**src/rtl/core/gf256_vandermonde_shard_encoder_unit_assert.svh**
```systemverilog
// Assertion macros for the shard encoder.
`ifndef GF256_VANDERMONDE_SHARD_ENCODER_UNIT_ASSERT_SVH
`define GF256_VANDERMONDE_SHARD_ENCODER_UNIT_ASSERT_SVH

// Same-cycle implication under synchronous active-low reset.
`define GFVSE_ASSERT_NOW(lbl, clk_s, rstn_s, ante, cons) \
  lbl: assert property (@(posedge clk_s) disable iff (!(rstn_s)) (ante) |-> (cons)) \
    else $error("gfvse assertion failed");

// Next-cycle implication under synchronous active-low reset.
`define GFVSE_ASSERT_NEXT(lbl, clk_s, rstn_s, ante, cons) \
  lbl: assert property (@(posedge clk_s) disable iff (!(rstn_s)) (ante) |=> (cons)) \
    else $error("gfvse assertion failed");

`endif

```
**src/rtl/core/gfvse_pkg.sv**
```systemverilog
// Shared types, constants and GF(2^8) multiply for the shard encoder.
`timescale 1ns / 1ps
package gfvse_pkg;

  localparam int SHARDS = 12;
  localparam int SHARD_IDX_W = 4;
  localparam int CHUNK_BYTES_DEF = 8;
  localparam int QUEUE_DEPTH_DEF = 2;
  localparam logic [8:0] GF_POLY = 9'h11D;

  localparam int CFG_IDX_W = 2;
  localparam int CFG_DATA_W = 64;
  localparam logic [CFG_IDX_W-1:0] CFG_POINTS_FIRST_EIGHT = 2'd0;
  localparam logic [CFG_IDX_W-1:0] CFG_POINTS_LAST_FOUR = 2'd1;

  localparam logic [63:0] POINTS_FIRST_EIGHT_RST = 64'h0807060504030201;
  localparam logic [31:0] POINTS_LAST_FOUR_RST = 32'h0C0B0A09;

  typedef logic [SHARDS-1:0][7:0] point_vec_t;

  typedef struct packed {
    logic [7:0] data;
    logic       flush;
  } q_word_t;

  // Shift-and-add multiply, reduced by the field polynomial each step.
  function automatic logic [7:0] gf_mul(input logic [7:0] a, input logic [7:0] b);
    logic [8:0] x;
    logic [7:0] r;
    x = {1'b0, a};
    r = 8'h00;
    for (int i = 0; i < 8; i++) begin
      if (b[i]) begin
        r = r ^ x[7:0];
      end
      x = {x[7:0], 1'b0};
      if (x[8]) begin
        x = x ^ GF_POLY;
      end
    end
    return r;
  endfunction

endpackage

```
**src/rtl/core/gfvse_front.sv**
```systemverilog
// Front end: accepts data words, counts chunk position, tags chunk-ending words.
`timescale 1ns / 1ps
module gfvse_front import gfvse_pkg::*; #(
  parameter int CHUNK_BYTES = CHUNK_BYTES_DEF
) (
  input  logic       clk,
  input  logic       rst_n,
  input  logic       in_valid,
  output logic       in_ready,
  input  logic [7:0] in_data_byte,
  input  logic       in_end_of_data,
  input  logic       q_full,
  output logic       q_push,
  output q_word_t    q_push_word
);

  localparam int CNT_W = $clog2(CHUNK_BYTES + 1);

  logic [CNT_W-1:0] cnt_r, cnt_nxt;
  logic [CNT_W:0]   cnt_inc;
  logic             ends_chunk;

  assign in_ready = !q_full;
  assign q_push   = in_valid && in_ready;

  assign cnt_inc    = {1'b0, cnt_r} + (CNT_W + 1)'(1);
  assign ends_chunk = in_end_of_data || (cnt_inc >= (CNT_W + 1)'(CHUNK_BYTES));

  assign q_push_word.data  = in_data_byte;
  assign q_push_word.flush = ends_chunk;

  always_comb begin
    cnt_nxt = cnt_r;
    if (q_push) begin
      cnt_nxt = ends_chunk ? '0 : cnt_inc[CNT_W-1:0];
    end
  end

  always_ff @(posedge clk) begin
    if (!rst_n) begin
      cnt_r <= '0;
    end else begin
      cnt_r <= cnt_nxt;
    end
  end

endmodule

```
**src/rtl/core/gfvse_queue.sv**
```systemverilog
// Short word queue between front end and evaluation back end.
`timescale 1ns / 1ps
module gfvse_queue import gfvse_pkg::*; #(
  parameter int DEPTH = QUEUE_DEPTH_DEF
) (
  input  logic    clk,
  input  logic    rst_n,
  input  logic    push,
  input  q_word_t push_word,
  output logic    full,
  input  logic    pop,
  output logic    valid,
  output q_word_t pop_word
);

  localparam int PTR_W = $clog2(DEPTH);
  localparam int CNT_W = $clog2(DEPTH + 1);

  q_word_t          mem_r [DEPTH];
  logic [PTR_W-1:0] wr_ptr_r, wr_ptr_nxt;
  logic [PTR_W-1:0] rd_ptr_r, rd_ptr_nxt;
  logic [CNT_W-1:0] cnt_r, cnt_nxt;

  assign full     = (cnt_r == CNT_W'(DEPTH));
  assign valid    = (cnt_r != '0);
  assign pop_word = mem_r[rd_ptr_r];

  always_comb begin
    wr_ptr_nxt = wr_ptr_r;
    rd_ptr_nxt = rd_ptr_r;
    cnt_nxt    = cnt_r;
    if (push) begin
      wr_ptr_nxt = (wr_ptr_r == PTR_W'(DEPTH - 1)) ? '0 : wr_ptr_r + PTR_W'(1);
    end
    if (pop) begin
      rd_ptr_nxt = (rd_ptr_r == PTR_W'(DEPTH - 1)) ? '0 : rd_ptr_r + PTR_W'(1);
    end
    if (push && !pop) begin
      cnt_nxt = cnt_r + CNT_W'(1);
    end else if (pop && !push) begin
      cnt_nxt = cnt_r - CNT_W'(1);
    end
  end

  always_ff @(posedge clk) begin
    if (push) begin
      mem_r[wr_ptr_r] <= push_word;
    end
  end

  always_ff @(posedge clk) begin
    if (!rst_n) begin
      wr_ptr_r <= '0;
      rd_ptr_r <= '0;
      cnt_r    <= '0;
    end else begin
      wr_ptr_r <= wr_ptr_nxt;
      rd_ptr_r <= rd_ptr_nxt;
      cnt_r    <= cnt_nxt;
    end
  end

endmodule

```
**src/rtl/core/gfvse_back.sv**
```systemverilog
// Back end: twelve GF(2^8) evaluation lanes and the result bank that drains them.
`timescale 1ns / 1ps
module gfvse_back import gfvse_pkg::*; (
  input  logic                   clk,
  input  logic                   rst_n,
  input  logic                   q_valid,
  input  q_word_t                q_word,
  output logic                   q_pop,
  input  point_vec_t             points,
  output logic                   out_valid,
  input  logic                   out_ready,
  output logic [SHARD_IDX_W-1:0] out_shard_index,
  output logic [7:0]             out_shard_byte,
  output logic                   out_last_of_chunk
);

  logic [7:0] acc_r  [SHARDS];
  logic [7:0] acc_nxt[SHARDS];
  logic [7:0] pow_r  [SHARDS];
  logic [7:0] pow_nxt[SHARDS];
  logic [7:0] mix    [SHARDS];
  logic [7:0] bank_r [SHARDS];

  logic                   busy_r, busy_nxt;
  logic [SHARD_IDX_W-1:0] idx_r, idx_nxt;
  logic                   load_bank;

  // A flush word needs a free bank, or one whose last shard leaves this cycle;
  // ordinary words always go.
  assign q_pop     = q_valid && (!q_word.flush || !busy_r ||
                                 (out_ready && out_last_of_chunk));
  assign load_bank = q_pop && q_word.flush;

  always_comb begin
    for (int n = 0; n < SHARDS; n++) begin
      mix[n]     = acc_r[n] ^ gf_mul(q_word.data, pow_r[n]);
      acc_nxt[n] = acc_r[n];
      pow_nxt[n] = pow_r[n];
      if (q_pop) begin
        if (q_word.flush) begin
          acc_nxt[n] = 8'h00;
          pow_nxt[n] = 8'h01;
        end else begin
          acc_nxt[n] = mix[n];
          pow_nxt[n] = gf_mul(pow_r[n], points[n]);
        end
      end
    end
  end

  assign out_valid         = busy_r;
  assign out_shard_index   = idx_r;
  assign out_shard_byte    = bank_r[idx_r];
  assign out_last_of_chunk = (idx_r == SHARD_IDX_W'(SHARDS - 1));

  always_comb begin
    busy_nxt = busy_r;
    idx_nxt  = idx_r;
    if (busy_r && out_ready) begin
      if (out_last_of_chunk) begin
        busy_nxt = 1'b0;
        idx_nxt  = '0;
      end else begin
        idx_nxt = idx_r + SHARD_IDX_W'(1);
      end
    end
    if (load_bank) begin
      busy_nxt = 1'b1;
      idx_nxt  = '0;
    end
  end

  always_ff @(posedge clk) begin
    if (load_bank) begin
      for (int n = 0; n < SHARDS; n++) begin
        bank_r[n] <= mix[n];
      end
    end
  end

  always_ff @(posedge clk) begin
    if (!rst_n) begin
      busy_r <= 1'b0;
      idx_r  <= '0;
      for (int n = 0; n < SHARDS; n++) begin
        acc_r[n] <= 8'h00;
        pow_r[n] <= 8'h01;
      end
    end else begin
      busy_r <= busy_nxt;
      idx_r  <= idx_nxt;
      for (int n = 0; n < SHARDS; n++) begin
        acc_r[n] <= acc_nxt[n];
        pow_r[n] <= pow_nxt[n];
      end
    end
  end

endmodule

```
**src/rtl/core/gf256_vandermonde_shard_encoder_unit.sv**
```systemverilog
// Top level of the GF(2^8) Vandermonde shard encoder.
//
//   channel | direction | handshake           | payload
//   --------+-----------+---------------------+-------------------------------------
//   in_     | in        | in_valid/in_ready   | data_byte[7:0], end_of_data
//   out_    | out       | out_valid/out_ready | shard_index[3:0], shard_byte[7:0],
//           |           |                     | last_of_chunk
//   cfg_    | in        | cfg_valid/cfg_ready | index[1:0], data[63:0]
//
// Rates: one input word per cycle into the queue while in_ready is high; the back
//   end folds one queued word per cycle into all twelve lanes (a flush word waits
//   for a free bank); twelve results leave a bank at one per cycle while out_ready
//   is high. A chunk-ending word is queued, then loads the bank, sending shard 0 first.
// Reset: synchronous, active low; clears lanes and counters, loads reset points.
// Stalls: out_ready low holds the bank; the back end keeps folding the next chunk
//   until its flush word finds the bank busy, then the queue fills and in_ready drops.
`timescale 1ns / 1ps
`include "gf256_vandermonde_shard_encoder_unit_assert.svh"
module gf256_vandermonde_shard_encoder_unit import gfvse_pkg::*; #(
  parameter int CHUNK_BYTES = CHUNK_BYTES_DEF,
  parameter int QUEUE_DEPTH = QUEUE_DEPTH_DEF
) (
  input  logic                   clk,
  input  logic                   rst_n,
  input  logic                   in_valid,
  output logic                   in_ready,
  input  logic [7:0]             in_data_byte,
  input  logic                   in_end_of_data,
  output logic                   out_valid,
  input  logic                   out_ready,
  output logic [SHARD_IDX_W-1:0] out_shard_index,
  output logic [7:0]             out_shard_byte,
  output logic                   out_last_of_chunk,
  input  logic                   cfg_valid,
  output logic                   cfg_ready,
  input  logic [CFG_IDX_W-1:0]   cfg_index,
  input  logic [CFG_DATA_W-1:0]  cfg_data
);

  // Evaluation point registers; writes beyond index 1 are dropped.
  logic [63:0] points_first_eight_r, points_first_eight_nxt;
  logic [31:0] points_last_four_r, points_last_four_nxt;
  point_vec_t  points;

  q_word_t push_word, pop_word;
  logic    q_push, q_pop, q_full, q_valid;

  assign cfg_ready = 1'b1;

  always_comb begin
    points_first_eight_nxt = points_first_eight_r;
    points_last_four_nxt   = points_last_four_r;
    if (cfg_valid && cfg_ready) begin
      case (cfg_index)
        CFG_POINTS_FIRST_EIGHT: points_first_eight_nxt = cfg_data;
        CFG_POINTS_LAST_FOUR:   points_last_four_nxt   = cfg_data[31:0];
        default: ;
      endcase
    end
  end

  always_ff @(posedge clk) begin
    if (!rst_n) begin
      points_first_eight_r <= POINTS_FIRST_EIGHT_RST;
      points_last_four_r   <= POINTS_LAST_FOUR_RST;
    end else begin
      points_first_eight_r <= points_first_eight_nxt;
      points_last_four_r   <= points_last_four_nxt;
    end
  end

  // Shard 0 in the low byte of the first register, shard 8 in the low byte of the second.
  assign points = {points_last_four_r, points_first_eight_r};

  gfvse_front #(
    .CHUNK_BYTES(CHUNK_BYTES)
  ) u_front (
    .clk           (clk),
    .rst_n         (rst_n),
    .in_valid      (in_valid),
    .in_ready      (in_ready),
    .in_data_byte  (in_data_byte),
    .in_end_of_data(in_end_of_data),
    .q_full        (q_full),
    .q_push        (q_push),
    .q_push_word   (push_word)
  );

  gfvse_queue #(
    .DEPTH(QUEUE_DEPTH)
  ) u_queue (
    .clk      (clk),
    .rst_n    (rst_n),
    .push     (q_push),
    .push_word(push_word),
    .full     (q_full),
    .pop      (q_pop),
    .valid    (q_valid),
    .pop_word (pop_word)
  );

  gfvse_back u_back (
    .clk              (clk),
    .rst_n            (rst_n),
    .q_valid          (q_valid),
    .q_word           (pop_word),
    .q_pop            (q_pop),
    .points           (points),
    .out_valid        (out_valid),
    .out_ready        (out_ready),
    .out_shard_index  (out_shard_index),
    .out_shard_byte   (out_shard_byte),
    .out_last_of_chunk(out_last_of_chunk)
  );

  // A flush word taken by the back end opens a fresh burst at shard 0.
  `GFVSE_ASSERT_NEXT(a_flush_starts_burst, clk, rst_n, q_pop && pop_word.flush,
                     out_valid && (out_shard_index == '0))
  // Shard indices never run past the last shard.
  `GFVSE_ASSERT_NOW(a_index_range, clk, rst_n, out_valid,
                    out_shard_index <= SHARD_IDX_W'(SHARDS - 1))
  // After the last shard goes, either the bank is empty or a new burst starts at 0.
  `GFVSE_ASSERT_NEXT(a_burst_end, clk, rst_n, out_valid && out_ready && out_last_of_chunk,
                     !out_valid || (out_shard_index == '0))

endmodule
```
**config.mk**
```make
export PLATFORM = sky130hd
export DESIGN_NAME = gf256_vandermonde_shard_encoder_unit
export DESIGN_NICKNAME = d
export VERILOG_FILES = /design/src/rtl/core/gfvse_pkg.sv /design/src/rtl/core/gfvse_front.sv /design/src/rtl/core/gfvse_queue.sv /design/src/rtl/core/gfvse_back.sv /design/src/rtl/core/gf256_vandermonde_shard_encoder_unit.sv
export VERILOG_INCLUDE_DIRS = /design/src /design/src/rtl/core
export SDC_FILE = /design/constraint.sdc
export NUM_CORES = 2
export LEC_CHECK = 0
export BUFFER_PORTS_ARGS = -buffer_cell sky130_fd_sc_hd__buf_2
export CORE_MARGIN = 1.5
export CORE_UTILIZATION = 55
export CTS_CLUSTER_DIAMETER = 80
export DETAILED_ROUTE_END_ITERATION = 8
export PLACE_DENSITY = 0.71
export SLEW_MARGIN = 10
export SYNTH_ARGS = -nofsm -noshare
export SYNTH_HDL_FRONTEND = slang
export SYNTH_HIERARCHICAL = 1
export SYNTH_SLANG_ARGS = --single-unit
```
**constraint.sdc**
```tcl
create_clock -name clk -period 6.7 [get_ports clk]
set_input_delay 0.335 -clock clk [delete_from_list [all_inputs] [get_ports clk]]
set_output_delay 0.335 -clock clk [all_outputs]
set_load 0.02 [all_outputs]
```
==> metrics.csv <==
metric;value;unit
synth-seq-cells;420;
synthToLayoutAreaGrowth;6.34;%
finalPower;0.0193;W
drive_above_1_share;7.77;%
yosysWarningCount;6;
worst-setup-path-type;reg -> reg;
layout_worst_path_cycle_share;69.6;%
p_sw_share;46.8;%
power_frac_clock;16.3;%
p_switching;0.00903;W
grt_util_all_layers;31.7;%
via_per_inst;5.82;
tns;0;ps
worstRegToRegCells;9;
endpoint_kind;register;
antenna_found_initial;1;
grt_pass1_wl;186;mm
overflow;0;
fmax;0.214;GHz
cts_resized;0;
gp_congestion;0.883;
worstPathRequired;7190;ps
relSlewSlack;19.6;%
synth_ff_type;dfxtp_1;
drc_errors;0;
fillCellCount;6393;
diodes;0;
finalHoldViolCount;0;
r2r_setup_slack;2040;ps
vias;34400;
rr_endpoint;u_back/acc_r[2][15];
tightest_slew;1200;ps
die_x;272;µm
worstSetupStartpointType;register;
p_seq_share;24.6;%
synth_async_sr_flop_share;0;%
whs_path_depth;3;
wl_met2;53.8;mm
power.internal;0.0102;W
synth_cell_types;60;
initial_core_util;55.6;%
period_needed;4660;ps
htreeDepth;2;
arrival;5150;ps
cts.clk_slew.worst_paths;60;ps
cts_buffers;51;
fp.coreArea;71600;µm²
powerDensity;455;nW/µm²
hpwl;77.0;mm
drt-met1-wl;50.8;mm
clkSinkCount;420;
ys_seq_area_share;24.0;%
highest_layer;met4;
dr.first_iter.drc_count;4095;
drtPass1Iterations;6;
postRouteAntennaNets;0;
netlist_instances;5143;
rsz0062_at_grt;no;
hold_path.startpoint;cfg_data[50];
hold_end;points_first_eight_r[50];
crit_fanout;35;
hp-class;in -> reg;
avgRoutedWirePerCell;20.5;µm
die_h;272;µm
drv_slew;0;
wl;121;mm
insertion_delay;620;ps
num_rows;98;
die_area;74000;µm²
syn_nets;5227;
syn-cell-area;39800;µm²
ir_drop;0.000409;V
comb_power_share;59.1;%
fin_skew;25.4;ps
leakagePower;14.1;nW
grt_max_degree;70;
cts_buffer_depth;3;
tritoncts;built;
status;complete, no violations;
portBuffers;94;
max-cap-violations;0;
synth_edf_count;114;
avgSynthCellArea;7.74;µm²
pin_count;96;
dr_wl_met3;12.8;mm
nets;5008;
cts-root-buf;clkbuf_16;
setup_viol;0;
grt_pass1_vias;31700;
==> power by group through the flow <==
stage	clock network, W	logic (W)	registers, W
after CTS	0.00318	0.0111	0.00468
after global routing	0.00328	0.0121	0.00479
after global placement	0	0.0109	0.00472
after detailed placement	0	0.0111	0.00472
after floorplan	0	0.00914	0.00389
final	0.00315	0.0114	0.00473
==> worst max-delay path by stage <==
stage                                          from                  end  slack [ps]  cells after the start
after floorplan           u_back/out_shard_index[0]  u_back/pow_r[2][24]         390                      9
after global placement                     register   u_back/acc_r[2][0]        2330                      9
after detailed placement                   register  u_back/acc_r[2][16]        2180                      9
after CTS                                  register  u_back/acc_r[2][15]        2120                      9
after global routing                       register  u_back/acc_r[2][15]        1880                      9
final                                      register  u_back/acc_r[2][15]        2040                      9
==> worst max-delay path, stage by stage, from the launching register on <==
cell     delay [ps]
dfxtp_1         580
mux2_2          680
xor2_2         1010
xor2_4          750
buf_4           610
nand2_1         140
xnor2_1         220
xnor2_1         160
xnor2_1         120
a22o_1          230
==> synthesized netlist by cell type (4+ instances only) <==
| cell | number | share of area (%) |
|---|---|---|
| a211oi_1 | 13 | 0.25 |
| inv_1 | 46 | 0.43 |
| buf_4 | 16 | 0.30 |
| nand2b_1 | 17 | 0.27 |
| nand4b_1 | 4 | 0.088 |
| nor3_1 | 12 | 0.15 |
| ha_1 | 4 | 0.13 |
| or2_2 | 4 | 0.063 |
| a31oi_1 | 14 | 0.22 |
| nor2_1 | 84 | 0.79 |
| nor2b_1 | 61 | 0.96 |
| nor3b_1 | 11 | 0.21 |
| nand3_1 | 18 | 0.23 |
| a311oi_1 | 11 | 0.24 |
| mux4_2 | 24 | 1.4 |
| dfxtp_1 | 306 | 15 |
| nand4bb_1 | 5 | 0.14 |
| o21ai_1 | 13 | 0.16 |
| a22oi_1 | 86 | 1.6 |
| xnor3_1 | 9 | 0.51 |
| o22ai_1 | 19 | 0.30 |
| buf_12 | 5 | 0.25 |
| buf_6 | 5 | 0.14 |
| a22o_1 | 102 | 2.2 |
| mux2i_1 | 99 | 2.5 |
| xor2_1 | 463 | 10 |
| xnor2_1 | 1167 | 26 |
| nand2_1 | 1561 | 15 |
| nand3b_1 | 8 | 0.15 |
| clkbuf_1 | 287 | 2.7 |
| o21ai_0 | 134 | 1.7 |
| edfxtp_1 | 114 | 8.6 |
| a21oi_1 | 81 | 1.0 |
| and2_1 | 5 | 0.079 |
| a2bb2oi_1 | 5 | 0.11 |
| xor3_1 | 4 | 0.24 |
| o211ai_1 | 47 | 0.89 |
| xor2_2 | 4 | 0.16 |
| a21o_1 | 13 | 0.25 |
| mux2_2 | 73 | 2.1 |
| buf_2 | 90 | 1.1 |
| buf_1 | 70 | 0.66 |
==> logic make-up (layout without fill, tap and decap cells) <==
family / Yosys count / count (layout) / synth area share, %
AO/OA/AOI/OAI: 546 / 546 / 9.15
XOR/XNOR: 1651 / 1651 / 37.0
adder cells (fa/ha/maj): 4 / 4 / 0.126
buffers and inverters: 519 / 342 / 5.63
flip-flops: 420 / 420 / 24.0
multiplexers: 196 / 196 / 5.91
other: 1 / 1 / 0.00942
AND/OR/NAND/NOR: 1806 / 1806 / 18.2
==> layer usage <==
layer / up-vias / global-route usage [%]
met3: 267 / 4.84
met1: 16400 / 44.6
li1: 15900 / -
met5: - / 0
met2: 1845 / 49.7
met4: 0 / 10.4
==> final cells by class <==
class | instances | area, µm² | area share, %
Timing Repair Buffer | 201 | 1360 | 3.22
Sequential cell | 420 | 9550 | 22.6
Inverter | 46 | 173 | 0.408
Tap cell | 950 | 1190 | 2.81
Multi-Input combinational cell | 4204 | 28200 | 66.5
Clock buffer | 72 | 1550 | 3.67
Clock inverter | 23 | 338 | 0.798
==> cells in the final DEF, fill, tap and decap left out, types with 14 or more instances in the layout <==
cell,synthesis,routed
mux2i_1,99,99
nand2_1,1561,1559
a31oi_1,14,14
o21ai_0,134,134
nand3_1,18,18
xnor2_1,1167,1163
mux4_2,24,24
xor2_1,463,459
o22ai_1,19,19
clkbuf_16,0,57
nand2b_1,17,17
dlygate4sd3_1,0,33
buf_4,16,74
nor2_1,84,81
inv_1,46,46
edfxtp_1,114,114
o211ai_1,47,47
buf_2,90,93
dfxtp_1,306,305
mux2_2,73,72
a22o_1,102,102
a21oi_1,81,81
nor2b_1,61,59
a22oi_1,86,86
==> sequential cells by signal, indices dropped and copies added (netlist names), named ones only <==
| name | flops |
|---|---|
| u_back/pow_r | 96 |
| u_queue/wr_ptr_r | 1 |
| u_back/bank_r | 96 |
| u_queue/mem_r | 18 |
| u_front/cnt_r | 4 |
| u_back/acc_r | 96 |
| u_back/out_valid | 1 |
| u_back/out_shard_index | 4 |
| points_first_eight_r | 64 |
| u_queue/rd_ptr_r | 1 |
| points_last_four_r | 32 |
| u_queue/cnt_r | 2 |
==> stage by stage <==
stage,setup slack [ps],hold slack [ps],utilization (%),std cells,instance area [µm²]
after floorplan,388,434,-,5143,39800
after global placement,2330,454,56.0,5788,40100
after detailed placement,2180,464,56.0,5788,40100
after CTS,2120,0.758,59.1,5916,42300
after global routing,1880,28.4,59.1,5916,42300
final,2040,20.1,59.1,5916,42300
==> what timing repair did <==
item / in CTS / in global routing
hold buffers: 33 / 0
endpoints found under the hold margin: 43 / 0
buffers inserted: 0 / 0
Note: power is estimated with default switching activity, not from simulation.
